**src/hw/rtl/bcc_pkg.sv**
```systemverilog
`timescale 1ns / 1ps
`default_nettype none

package bcc_pkg;

  localparam int TICK_W          = 16;
  localparam int COUNT_W_DEFAULT = 16;
  localparam int CFG_IDX_W       = 2;

  localparam logic              ACTIVE_LEVEL_RST = 1'b1;
  localparam logic [TICK_W-1:0] LONG_PRESS_RST   = 16'd500;
  localparam logic [TICK_W-1:0] GAP_MIN_RST      = 16'd50;
  localparam logic [TICK_W-1:0] GAP_MAX_RST      = 16'd300;

  typedef enum logic [CFG_IDX_W-1:0] {
    REG_ACTIVE_LEVEL = 2'd0,
    REG_LONG_PRESS   = 2'd1,
    REG_GAP_MIN      = 2'd2,
    REG_GAP_MAX      = 2'd3
  } reg_idx_t;

  typedef enum logic [1:0] {
    CLICK_NONE   = 2'd0,
    CLICK_SINGLE = 2'd1,
    CLICK_DOUBLE = 2'd2,
    CLICK_LONG   = 2'd3
  } click_t;

  typedef struct packed {
    logic              active_level;
    logic [TICK_W-1:0] long_press_ticks;
    logic [TICK_W-1:0] gap_min_ticks;
    logic [TICK_W-1:0] gap_max_ticks;
  } bcc_cfg_t;

endpackage

`default_nettype wire

```
**src/hw/rtl/bcc_if.sv**
```systemverilog
`timescale 1ns / 1ps
`default_nettype none

interface bcc_key_if;
  logic valid;
  logic ready;
  logic key_level;

  modport source (output valid, output key_level, input ready);
  modport sink   (input valid, input key_level, output ready);
endinterface

interface bcc_click_if;
  logic       valid;
  logic       ready;
  logic [1:0] click_event;

  modport source (output valid, output click_event, input ready);
  modport sink   (input valid, input click_event, output ready);
endinterface

`default_nettype wire

```
**src/hw/rtl/bcc_tick.sv**
```systemverilog
`timescale 1ns / 1ps
`default_nettype none

module bcc_tick #(
  parameter int COUNT_WIDTH = bcc_pkg::COUNT_W_DEFAULT
) (
  input  logic             clk,
  input  logic             rst,
  input  logic             advance,
  input  logic             key_level,
  input  bcc_pkg::bcc_cfg_t cfg,
  output bcc_pkg::click_t  click_event
);

  localparam int CMP_W = (COUNT_WIDTH > bcc_pkg::TICK_W) ? COUNT_WIDTH : bcc_pkg::TICK_W;

  logic                   press_seen;
  logic                   gesture_done;
  logic [COUNT_WIDTH-1:0] hold_count;
  logic [COUNT_WIDTH-1:0] gap_count;

  logic                   press_seen_next;
  logic                   gesture_done_next;
  logic [COUNT_WIDTH-1:0] hold_count_next;
  logic [COUNT_WIDTH-1:0] gap_count_next;
  logic                   pressed;
  logic [CMP_W-1:0]       hold_w;
  logic [CMP_W-1:0]       gap_w;
  logic [CMP_W-1:0]       long_w;
  logic [CMP_W-1:0]       min_w;
  logic [CMP_W-1:0]       max_w;

  function automatic logic [COUNT_WIDTH-1:0] sat_inc(input logic [COUNT_WIDTH-1:0] v);
    return (&v) ? v : v + 1'b1;
  endfunction

  always_comb begin
    pressed           = (key_level == cfg.active_level);
    press_seen_next   = press_seen;
    gesture_done_next = gesture_done;
    hold_count_next   = hold_count;
    gap_count_next    = gap_count;
    click_event       = bcc_pkg::CLICK_NONE;

    // finished gesture: clear, and rearm once the button is let go
    if (gesture_done) begin
      press_seen_next = 1'b0;
      hold_count_next = '0;
      gap_count_next  = '0;
      if (!pressed) begin
        gesture_done_next = 1'b0;
      end
    end

    if (pressed && !gesture_done_next) begin
      press_seen_next = 1'b1;
      hold_count_next = sat_inc(hold_count_next);
    end

    hold_w = CMP_W'(hold_count_next);
    long_w = CMP_W'(cfg.long_press_ticks);
    min_w  = CMP_W'(cfg.gap_min_ticks);
    max_w  = CMP_W'(cfg.gap_max_ticks);

    if (hold_w > long_w) begin
      gesture_done_next = 1'b1;
      click_event       = bcc_pkg::CLICK_LONG;
      gap_w             = CMP_W'(gap_count_next);
    end else begin
      if (press_seen_next && !pressed) begin
        gap_count_next = sat_inc(gap_count_next);
      end
      gap_w = CMP_W'(gap_count_next);
      if (press_seen_next && gap_w > min_w && gap_w < max_w) begin
        if (pressed) begin
          gesture_done_next = 1'b1;
          click_event       = bcc_pkg::CLICK_DOUBLE;
        end
      end else if (press_seen_next && gap_w > max_w) begin
        gesture_done_next = 1'b1;
        click_event       = bcc_pkg::CLICK_SINGLE;
      end
    end
  end

  always_ff @(posedge clk) begin
    if (rst) begin
      press_seen   <= 1'b0;
      gesture_done <= 1'b0;
      hold_count   <= '0;
      gap_count    <= '0;
    end else if (advance) begin
      press_seen   <= press_seen_next;
      gesture_done <= gesture_done_next;
      hold_count   <= hold_count_next;
      gap_count    <= gap_count_next;
    end
  end

  a_report_arms_wait: assert property (@(posedge clk) disable iff (rst)
    advance && click_event != bcc_pkg::CLICK_NONE |=> gesture_done)
    else $error("report did not set gesture_done");

  a_done_clears_hold: assert property (@(posedge clk) disable iff (rst)
    advance && gesture_done |=> hold_count == '0 && gap_count == '0)
    else $error("counters not cleared after finished gesture");

endmodule

`default_nettype wire

```
**src/hw/rtl/button_click_classifier.sv**
```systemverilog
// A key sample moves from the input register through the tick logic into the
// result register. Throughput: one sample per cycle while results are taken;
// the input register loads whenever it is empty or its sample moves on, and its
// sample enters the result register whenever that is empty or being drained.
// Reset (synchronous, rst high): gesture state and counters clear, both pipeline
// stages empty, and the registers return to active-high, 500 / 50 / 300 ticks.
`timescale 1ns / 1ps
`default_nettype none

module button_click_classifier #(
  parameter int COUNT_WIDTH = bcc_pkg::COUNT_W_DEFAULT
) (
  input  logic                          clk,
  input  logic                          rst,
  input  logic                          cfg_we,
  input  logic [bcc_pkg::CFG_IDX_W-1:0] cfg_index,
  input  logic [bcc_pkg::TICK_W-1:0]    cfg_data,
  bcc_key_if.sink                       keys,
  bcc_click_if.source                   clicks
);

  bcc_pkg::bcc_cfg_t cfg;
  logic              s1_valid;
  logic              key_q;
  logic              out_valid;
  bcc_pkg::click_t   out_click;
  bcc_pkg::click_t   click_next;
  logic              out_free;
  logic              advance;

  always_ff @(posedge clk) begin
    if (rst) begin
      cfg.active_level     <= bcc_pkg::ACTIVE_LEVEL_RST;
      cfg.long_press_ticks <= bcc_pkg::LONG_PRESS_RST;
      cfg.gap_min_ticks    <= bcc_pkg::GAP_MIN_RST;
      cfg.gap_max_ticks    <= bcc_pkg::GAP_MAX_RST;
    end else if (cfg_we) begin
      case (cfg_index)
        bcc_pkg::REG_ACTIVE_LEVEL: cfg.active_level     <= cfg_data[0];
        bcc_pkg::REG_LONG_PRESS:   cfg.long_press_ticks <= cfg_data;
        bcc_pkg::REG_GAP_MIN:      cfg.gap_min_ticks    <= cfg_data;
        bcc_pkg::REG_GAP_MAX:      cfg.gap_max_ticks    <= cfg_data;
        default: ;
      endcase
    end
  end

  assign out_free   = !out_valid || clicks.ready;
  assign advance    = s1_valid && out_free;
  assign keys.ready = !s1_valid || out_free;

  always_ff @(posedge clk) begin
    if (rst) begin
      s1_valid <= 1'b0;
    end else if (keys.ready) begin
      s1_valid <= keys.valid;
    end
  end

  always_ff @(posedge clk) begin
    if (keys.valid && keys.ready) begin
      key_q <= keys.key_level;
    end
  end

  bcc_tick #(
    .COUNT_WIDTH (COUNT_WIDTH)
  ) u_tick (
    .clk         (clk),
    .rst         (rst),
    .advance     (advance),
    .key_level   (key_q),
    .cfg         (cfg),
    .click_event (click_next)
  );

  always_ff @(posedge clk) begin
    if (rst) begin
      out_valid <= 1'b0;
    end else if (out_free) begin
      out_valid <= s1_valid;
    end
  end

  always_ff @(posedge clk) begin
    if (advance) begin
      out_click <= click_next;
    end
  end

  assign clicks.valid       = out_valid;
  assign clicks.click_event = out_click;

  a_accept_fills_stage: assert property (@(posedge clk) disable iff (rst)
    keys.valid && keys.ready |=> s1_valid)
    else $error("accepted sample lost from input register");

  a_stalled_stage_holds: assert property (@(posedge clk) disable iff (rst)
    s1_valid && !advance |=> s1_valid && $stable(key_q))
    else $error("stalled sample changed");

  a_advance_fills_out: assert property (@(posedge clk) disable iff (rst)
    advance |=> out_valid)
    else $error("advanced sample produced no result");

endmodule

`default_nettype wire

```
**src/flat_wrapper.sv**
```systemverilog
// flat-port wrapper written by rule: the top's interface ports become plain ports
module button_click_classifier_flat 
#(
  parameter int COUNT_WIDTH = bcc_pkg::COUNT_W_DEFAULT
)
  (clk, rst, cfg_we, cfg_index, cfg_data, keys_valid, keys_key_level, keys_ready, clicks_valid, clicks_click_event, clicks_ready);
  bcc_key_if keys_i ();
  bcc_click_if clicks_i ();
  input  logic clk;
  input  logic rst;
  input  logic cfg_we;
  input  logic [bcc_pkg::CFG_IDX_W-1:0] cfg_index;
  input  logic [bcc_pkg::TICK_W-1:0] cfg_data;
  input wire logic [$bits(keys_i.valid)-1:0] keys_valid;
  input wire logic [$bits(keys_i.key_level)-1:0] keys_key_level;
  output wire logic [$bits(keys_i.ready)-1:0] keys_ready;
  output wire logic [$bits(clicks_i.valid)-1:0] clicks_valid;
  output wire logic [$bits(clicks_i.click_event)-1:0] clicks_click_event;
  input wire logic [$bits(clicks_i.ready)-1:0] clicks_ready;
  assign keys_i.valid = keys_valid;
  assign keys_i.key_level = keys_key_level;
  assign keys_ready = keys_i.ready;
  assign clicks_valid = clicks_i.valid;
  assign clicks_click_event = clicks_i.click_event;
  assign clicks_i.ready = clicks_ready;
  button_click_classifier #(.COUNT_WIDTH(COUNT_WIDTH)) u_core (.clk(clk), .rst(rst), .cfg_we(cfg_we), .cfg_index(cfg_index), .cfg_data(cfg_data), .keys(keys_i), .clicks(clicks_i));
endmodule
```
**config.mk**
```make
export PLATFORM = sky130hd
export DESIGN_NAME = button_click_classifier_flat
export DESIGN_NICKNAME = d
export VERILOG_FILES = /design/src/hw/rtl/bcc_pkg.sv /design/src/hw/rtl/bcc_if.sv /design/src/hw/rtl/bcc_tick.sv /design/src/hw/rtl/button_click_classifier.sv /design/src/flat_wrapper.sv
export SDC_FILE = /design/constraint.sdc
export NUM_CORES = 1
export LEC_CHECK = 0
export ABC_AREA = 0
export ABC_CLOCK_PERIOD_IN_PS = 5400
export BUFFER_PORTS_ARGS = -buffer_cell sky130_fd_sc_hd__buf_4
export CORE_MARGIN = 2
export CORE_UTILIZATION = 55
export CTS_CLUSTER_DIAMETER = 30
export CTS_CLUSTER_SIZE = 30
export DETAILED_ROUTE_END_ITERATION = 7
export PLACE_DENSITY = 0.74
export REMOVE_ABC_BUFFERS = 1
export SLEW_MARGIN = 40
export SYNTH_ARGS = -nofsm -noshare
export SYNTH_HDL_FRONTEND = slang
export SYNTH_HIERARCHICAL = 1
export SYNTH_SLANG_ARGS = --single-unit
```
**constraint.sdc**
```tcl
create_clock -name clk -period 5.4 [get_ports clk]
set_input_delay 1.08 -clock clk [delete_from_list [all_inputs] [get_ports clk]]
set_output_delay 1.08 -clock clk [all_outputs]
set_load 0.02 [all_outputs]
```
==> results.md, run 1 <==
- Pin slew with the least headroom to its limit: roughly 0.8 ns
- Max Slew Vio Count: 0
- Min-delay src: u_core/s1_valid$_SDFFE_PP0P_
- Clock Root Buffer: clkbuf_8
- Power consumption: roughly 1.2 mW
- Synth top area cells: dfxtp_1 30%, ha_1 11%, mux2i_1 8.9%
- Via count: around 4800
- Post-synth EDFFs: 3
- Number of fill cells: around 860
- DR pass1 iterations: 5
- Final design area excluding fillers: 6170 sq um
- Post-CTS setup repair buffer count: 0
- Hold WS: ~0.46 ns
- Clk_lat worst skew: around 0.36 ns
- Placer Congestion: 0.907
- Core Area: approximately 10000 sq um
- Synth cell types: between 70 and 80
- Final ANT Viol Nets: 0
- Hold_buf cts: 0
- Average wire per standard cell: approximately 16 um
- Power Density: around 200 nW/um^2
- Reg2Reg Depth: 18
- Final setup fails: 0
- Async set or reset register ratio after synthesis: 0%
- Worst EP arrival: 4.82 ns
- # H-tree levels: 3
- Met1 wire length: between 6 and 7 mm
- Crit Path Max Fanout: 12
- Switching Fraction: around 28%
- Max rail drop VDD: between 0.00015 and 0.0002 V
- FF-to-FF End: u_core/u_tick/gap_count[11]$_SDFFE_PP0P_
- Post-synthesis sequential area ratio: between 30% and 40%
- Clock power share: about 34%
- Placed instance count: around 800
- Top-count cell post-synth: dfxtp_1
- Startpoint types: register
- Die area: 11200 sq um
- Cells after synthesis: 668
- Worst setup EP type: register
- Max Cap Viol: 0
- Period minus WS final: roughly 4.6 ns
- CTS tree: yes
- Max Root-Sink Buffers: 2
- Hold Crit Class: reg2reg
- Reg clk slew, reported paths: about 0.10 ns
- Combinational Power Share: ~11%
- Via-to-Cell Ratio: just under 6
- Global Route Usage Sum: 24.9%
- Final worst path period share: a little over four fifths
- Starting Density: a little under three fifths
- Final Hold Fails: 0
- TritonCTS buffer count: 9
- Top cells by count, synth: 85 x dfxtp_1, 65 x nor2_1, 55 x inv_1
- I/O pin total: 28
- Outcome: completed
- Vias in the first global route: roughly 4500
- Relative slew slack: between 40% and 50%
- Top cell type by total area after synthesis: dfxtp_1
- CP Class: reg2reg
- Detail Route met2 WL: ~6 mm
- Setup TNS: 0 ns
- # rows: 37
- Reg2Reg Setup Slack: between 0.8 and 0.9 ns
- Net switching power: roughly 350 uW
- Pin count of the biggest net entering global routing: 95
- Number of synthesized register bits: 88
- Hpwl dp: between 10 and 15 mm
- Area grow syn2layout: 7.90%
- Ys Warns: 6
- RSZ-0062 raised after global routing: no
- Sequential share of power: a little over half
- Share of the synthesized area in the top cell type: ~30%
- Static leakage: roughly 2.7 nW
- P_int: 902 uW
- Post-Layout Cell Count: roughly 820
- Fin nets: between 700 and 800
- IO buf count: 27
- First-pass GRT wire length: ~22 mm
- # DRC: 0
- Top_reg_cell synth: dfxtp_1
- Final wirelength: 13.5 mm
- # resized after CTS: 0
- Clock sink count: 88
- Antenna violations before repair: 0
- Die Y: ~110 um
- Placed instance area: 5990 sq um
- Ant diodes: 0
- Max Freq: about 220 MHz
- Die Wd: 106 um
- Critical Path RT: between 5 and 6 ns
- R2r startpoint: u_core/u_tick/hold_count[1]$_SDFFE_PP0P_
- Met3 wire len: about 740 um
- Layout cell share with drive strength beyond 1: 10.2%
- Hold path cells: 2
- Avg Synthesized Cell Area: 8.56 sq um
- DR iter-0 viols: 278
- Min-Delay Endpoint: u_core/clicks.valid$_SDFFE_PP0P_
- Top Metal Used: met4
- Syn Std Cell Area: 5720 sq um
- Clock Skew: about 0.0089 ns
- Overflow left after global routing: 0
stage by stage:
stage,util [%],setup WS [ns]
3_5_place_dp,58.6,0.908
4_1_cts,60.3,0.866
6_report,60.3,0.841
3_3_place_gp,58.4,0.974
2_1_floorplan,-,0.120
5_1_grt,60.3,0.446
power groups by stage:
stage / registers [mW] / clock network (mW) / logic [mW]
after floorplan: 0.695 / 0 / 0.0868
after global placement: 0.697 / 0 / 0.135
after detailed placement: 0.698 / 0 / 0.139
after CTS: 0.683 / 0.435 / 0.141
after global routing: 0.685 / 0.463 / 0.156
final: 0.683 / 0.424 / 0.141
cells by family (layout without fill, tap and decap cells):
kind of cell	after synthesis	count (layout)	synth area share (%)
AO/OA/AOI/OAI	114	114	13.5
multiplexers	54	54	9.52
XOR/XNOR	26	26	4.11
buffers and inverters	86	105	6.43
AND/OR/NAND/NOR	252	252	24.7
adder cells (fa/ha/maj)	48	48	10.5
flip-flops	88	88	31.3
worst max path at each step:
stage          slack [ns]  cells past startpoint                                startpoint                                       end
4_1_cts              0.87                     18  u_core/u_tick/hold_count[1]$_SDFFE_PP0P_  u_core/u_tick/gap_count[11]$_SDFFE_PP0P_
5_1_grt              0.45                     18  u_core/u_tick/hold_count[1]$_SDFFE_PP0P_  u_core/u_tick/gap_count[11]$_SDFFE_PP0P_
3_5_place_dp         0.91                     18  u_core/u_tick/hold_count[1]$_SDFFE_PP0P_  u_core/u_tick/gap_count[11]$_SDFFE_PP0P_
6_report             0.84                     18  u_core/u_tick/hold_count[1]$_SDFFE_PP0P_  u_core/u_tick/gap_count[11]$_SDFFE_PP0P_
2_1_floorplan        0.12                     15   u_core/u_tick/gesture_done$_SDFFE_PP0P_  u_core/u_tick/gap_count[11]$_SDFFE_PP0P_
3_3_place_gp         0.97                     18  u_core/u_tick/hold_count[0]$_SDFFE_PP0P_  u_core/u_tick/gap_count[11]$_SDFFE_PP0P_
sequential cells by signal, summed over array words and instances (netlist names):
| name | flops |
|---|---|
| u_core/s1_valid | 1 |
| u_core/clicks.click_event | 2 |
| u_core/u_tick/hold_count | 16 |
| u_core/u_tick/gap_count | 16 |
| u_core/u_tick/press_seen | 1 |
| u_core/key_q | 1 |
| u_core/clicks.valid | 1 |
| u_core/u_tick/gesture_done | 1 |
| u_core/cfg | 49 |
critical path, cell delays in order, from the launching register on:
cell and delay (ns):
dfxtp_1 0.34, nor2b_1 0.23, ha_1 0.18, inv_1 0.06
or4b_4 0.58, o311ai_2 0.34, nor2_1 0.19, nand4_1 0.16
xor2_1 0.17, nor2_1 0.07, ha_1 0.29, a211o_1 0.29
o211ai_1 0.08, a21oi_1 0.11, o41ai_2 0.34, buf_4 0.24
o21ai_1 0.10, and2_1 0.31, a221o_1 0.37
cells in the final DEF, fill, tap and decap left out, drive strengths merged, types with 10 or more instances in the layout:
cell	Yosys	final
mux2i	51	51
nor2b	12	12
nor2	65	65
dfxtp	85	85
a21oi	36	36
xor2	10	10
nor3	13	13
ha	48	48
xnor2	16	16
buf	13	33
inv	55	59
nand2	23	23
nand4	13	13
nand3	18	18
o21ai	22	22
nand2b	54	54
cell type report:
class | instances | area [sq um] | share of cell area [%]
multi-input cells | 494 | 3570 | 57.8
flip-flops and latches | 88 | 1790 | 29.0
repair buffers | 33 | 251 | 4.08
inverters | 56 | 210 | 3.41
well taps | 136 | 170 | 2.76
clock buffers | 9 | 124 | 2.01
clock inverters | 7 | 53.8 | 0.872
metal layers:
layer,global-route usage (%),vias to the layer above
met4,9.30,0
met3,4.35,28
li1,-,2361
met5,0,-
met1,34.3,2225
met2,39.3,159
Power figures use the tool's default switching activity.
==> run 2, diff against run 1 <==
Settings changed: ABC_CLOCK_PERIOD_IN_PS 5400 to 3900, PLACE_DENSITY 0.74 to 0.77.
Clock period 5.4 ns to 3.9 ns, I/O delays scaled along.
==> run 2 against run 1 <==
Compared with the run above:
- the flow now finishes with violations (setup timing)
- register-to-register slack lost 0.99 ns
- worst setup slack worse by 0.99 ns
- critical path depth unchanged
- critical path type unchanged
- via count rose by 10%
- wire length up 17%
- combinational power up 80%
- global-route usage is 2.5 points higher
- die area is the same
- first-iteration DRC count up 25%
- largest power group unchanged
==> results.md, run 2 (synthesis results as in run 1) <==
- Final setup margin: -0.154 ns (-0.995 ns)
- Relative slew slack: 44.5% (-1.5 points)
- Clk_lat worst skew: 0.37 ns (about the same)
- Clock power share: 36.1% (+2.1 points)
- Pin slew with the least headroom to its limit: 0.831 ns (+0.0199 ns)
- TritonCTS buffer count: 9 (unchanged)
- Biggest register: u_core/cfg
- Via-to-Cell Ratio: 5.95 (+2.5%)
- Crit path top cell by count: buf_6
- Failing checks: setup timing
- Vias in the first global route: 5072 (+13%)
- Crit-path slowest cell: or4b_4
- Final Util: 69.4% (+9.0 points)
- Final worst path period share: 104% (+20 points)
- Average wire per standard cell: 17.9 um (+8.9%)
- Overflow left after global routing: 0 (unchanged)
- Worst EP arrival: 4.35 ns (-0.47 ns)
- Setup TNS: -1.26 ns (-1.26 ns)
- Pin count of the biggest net entering global routing: 67 (-29%)
- Combinational Power Share: 13.5% (+2.2 points)
- Switching Fraction: 26.4% (-1.2 points)
- Hpwl dp: 10.9 mm (+5.9%)
- Max Cap Viol: 0 (unchanged)
- RSZ-0062 raised after global routing: yes
- Max Slew Vio Count: 0 (unchanged)
- Area grow syn2layout: 24.1%
- Die Wd: 106 um (unchanged)
- CTS tree: yes
- Reg clk slew, reported paths: 0.09 ns (about the same)
- # rows: 37 (unchanged)
- Starting Density: 55.9% (unchanged)
- Startpoint types: register
- Final ANT Viol Nets: 0 (unchanged)
- Static leakage: 3.06 nW (+15%)
- Global Route Usage Sum: 27.5% (+2.5 points)
- I/O pin total: 28 (unchanged)
- Most frequent cells in the layout: 87 x buf_4, 83 x dfxtp_1, 59 x nor2_1
- DR iter-0 viols: 347 (+25%)
- Power Density: 264 nW/um^2 (+31%)
- Fin nets: 817 (+8.4%)
- Final wirelength: 15.8 mm (+17%)
- Die area: 11200 sq um (unchanged)
- Worst setup EP type: register
- Critical Path RT: 4.19 ns (-1.47 ns)
- Max reg flops: 49 (unchanged)
- Critical path's largest stage delay: 0.50 ns (-0.08 ns)
- Sequential share of power: 50.3% (-4.4 points)
- Antenna violations before repair: 0 (unchanged)
- Via count: 5262 (+10%)
- Ant diodes: 0 (unchanged)
- Hold Crit Class: reg2reg
- # H-tree levels: 3 (unchanged)
- # DRC: 0 (unchanged)
- Final setup fails: 16 (+16)
- Placed instance count: 852 (+5.6%)
- Clock Skew: 0.00523 ns (-0.00372 ns)
- Commonest non-fill, non-tap cell in the layout: buf_4
- Clock sink count: 88 (unchanged)
- Period minus WS final: 4.05 ns (-0.505 ns)
- CP Class: reg2reg
- Clock Root Buffer: clkbuf_8
- Layout cell share with drive strength beyond 1: 25.4% (+15 points)
- DR pass1 iterations: 5 (unchanged)
- Core Area: 10200 sq um (unchanged)
- Max Root-Sink Buffers: 2 (unchanged)
- IO buf count: 27 (unchanged)
- Outcome: complete, but fails checks
- Crit Path Max Fanout: 5 (-7)
- Max rail drop VDD: 0.000222 V (+38%)
- P_int: 1.38 mW (+53%)
- Worst path bufs/invs: 5 (+3)
- Max Freq: 247 MHz (+12%)
- Die Y: 106 um (unchanged)
- Leading registers by flop count: u_core/cfg x49, u_core/u_tick/gap_count x16, u_core/u_tick/hold_count x16
- Post-Layout Cell Count: 885 (+7.5%)
- Net switching power: 496 uW (+44%)
- Placer Congestion: 0.984 (+8.5%)
- Final Hold Fails: 0 (unchanged)
- First-pass GRT wire length: 24.5 mm (+10%)
- Crit path max-delay family: simple AND/OR/NAND/NOR gates
- Crit path cell chain: nor2b_4 > ha_4 > inv_2 > or4b_4 > buf_6 > buf_4 > and3b_1 > mux2i_1 > ha_1 > nand4_1 > nor3_2 > a21boi_4 > o41ai_4 > buf_6 > and2_4 > buf_6 > nand3b_1 > a21oi_1
==> run 2: cell count changes in the layout (fill, tap and decap cells not counted), sizes merged <==
cell      before  now
bufinv         0    1
clkinv         2    4
buf           33   96
clkinvlp       2    0
clkbuf         9   11
inv           59   55
==> run 2: layout make-up <==
type	count	area, sq um
multi-input cells	494	3960
fillers	781	3130
flip-flops and latches	88	1800
repair buffers	96	757
inverters	56	210
well taps	136	170
clock buffers	11	153
clock inverters	4	52.6
==> run 2: routing by layer <==
metal	share of wire, %	global-route usage (%)	vias up
li1	-	-	2496
met1	44	36.5	2553
met2	47	44.1	176
met3	6.1	3.56	37
met4	3.3	13.4	0
met5	0	0	-
==> run 2: worst register-to-register path: cells and delay by family (launching register included) <==
family                   cells  cell delay [ns]
AO/OA/AOI/OAI                3             0.81
adder cells (fa/ha/maj)      2             0.47
buffers and inverters        5             0.62
flip-flops                   1             0.38
multiplexers                 1             0.33
AND/OR/NAND/NOR              7             1.38
==> run 2: what timing repair did <==
item,in CTS,in global routing
hold buffers,0,0
gates cloned,1,0
setup endpoints to repair,19,19
gates resized for setup,31,56
buffers inserted,6,12
pin swaps,27,29
==> run 2: power groups by stage <==
stage	sequential, mW	combinational, mW	clock [mW]
2_1_floorplan	0.962	0.120	0
3_3_place_gp	0.963	0.200	0
3_5_place_dp	0.965	0.208	0
4_1_cts	0.943	0.216	0.683
5_1_grt	0.948	0.275	0.728
6_report	0.944	0.254	0.678
==> run 2: through the flow <==
stage / setup slack, ns / hold WS (ns) / cell area [sq um] / total power, mW
final: -0.154 / 0.456 / 7100 / 1.88
after global placement: -0.0552 / 0.447 / 6340 / 1.16
after CTS: -0.0329 / 0.467 / 6690 / 1.84
after global routing: -0.268 / 0.502 / 7100 / 1.95
after floorplan: -1.38 / 0.428 / 5560 / 1.08
after detailed placement: -0.204 / 0.460 / 6340 / 1.17
==> run 2: final timing paths <==
kind                                           start                                      end  slack (ns)  cells after the start
max          u_core/u_tick/gesture_done$_SDFFE_PP0P_  u_core/u_tick/gap_count[8]$_SDFFE_PP0P_       -0.15                     18
min                     u_core/s1_valid$_SDFFE_PP0P_         u_core/clicks.valid$_SDFFE_PP0P_        0.46                      2
max reg2reg  u_core/u_tick/gesture_done$_SDFFE_PP0P_  u_core/u_tick/gap_count[8]$_SDFFE_PP0P_       -0.15                     18
min reg2reg             u_core/s1_valid$_SDFFE_PP0P_         u_core/clicks.valid$_SDFFE_PP0P_        0.46                      2
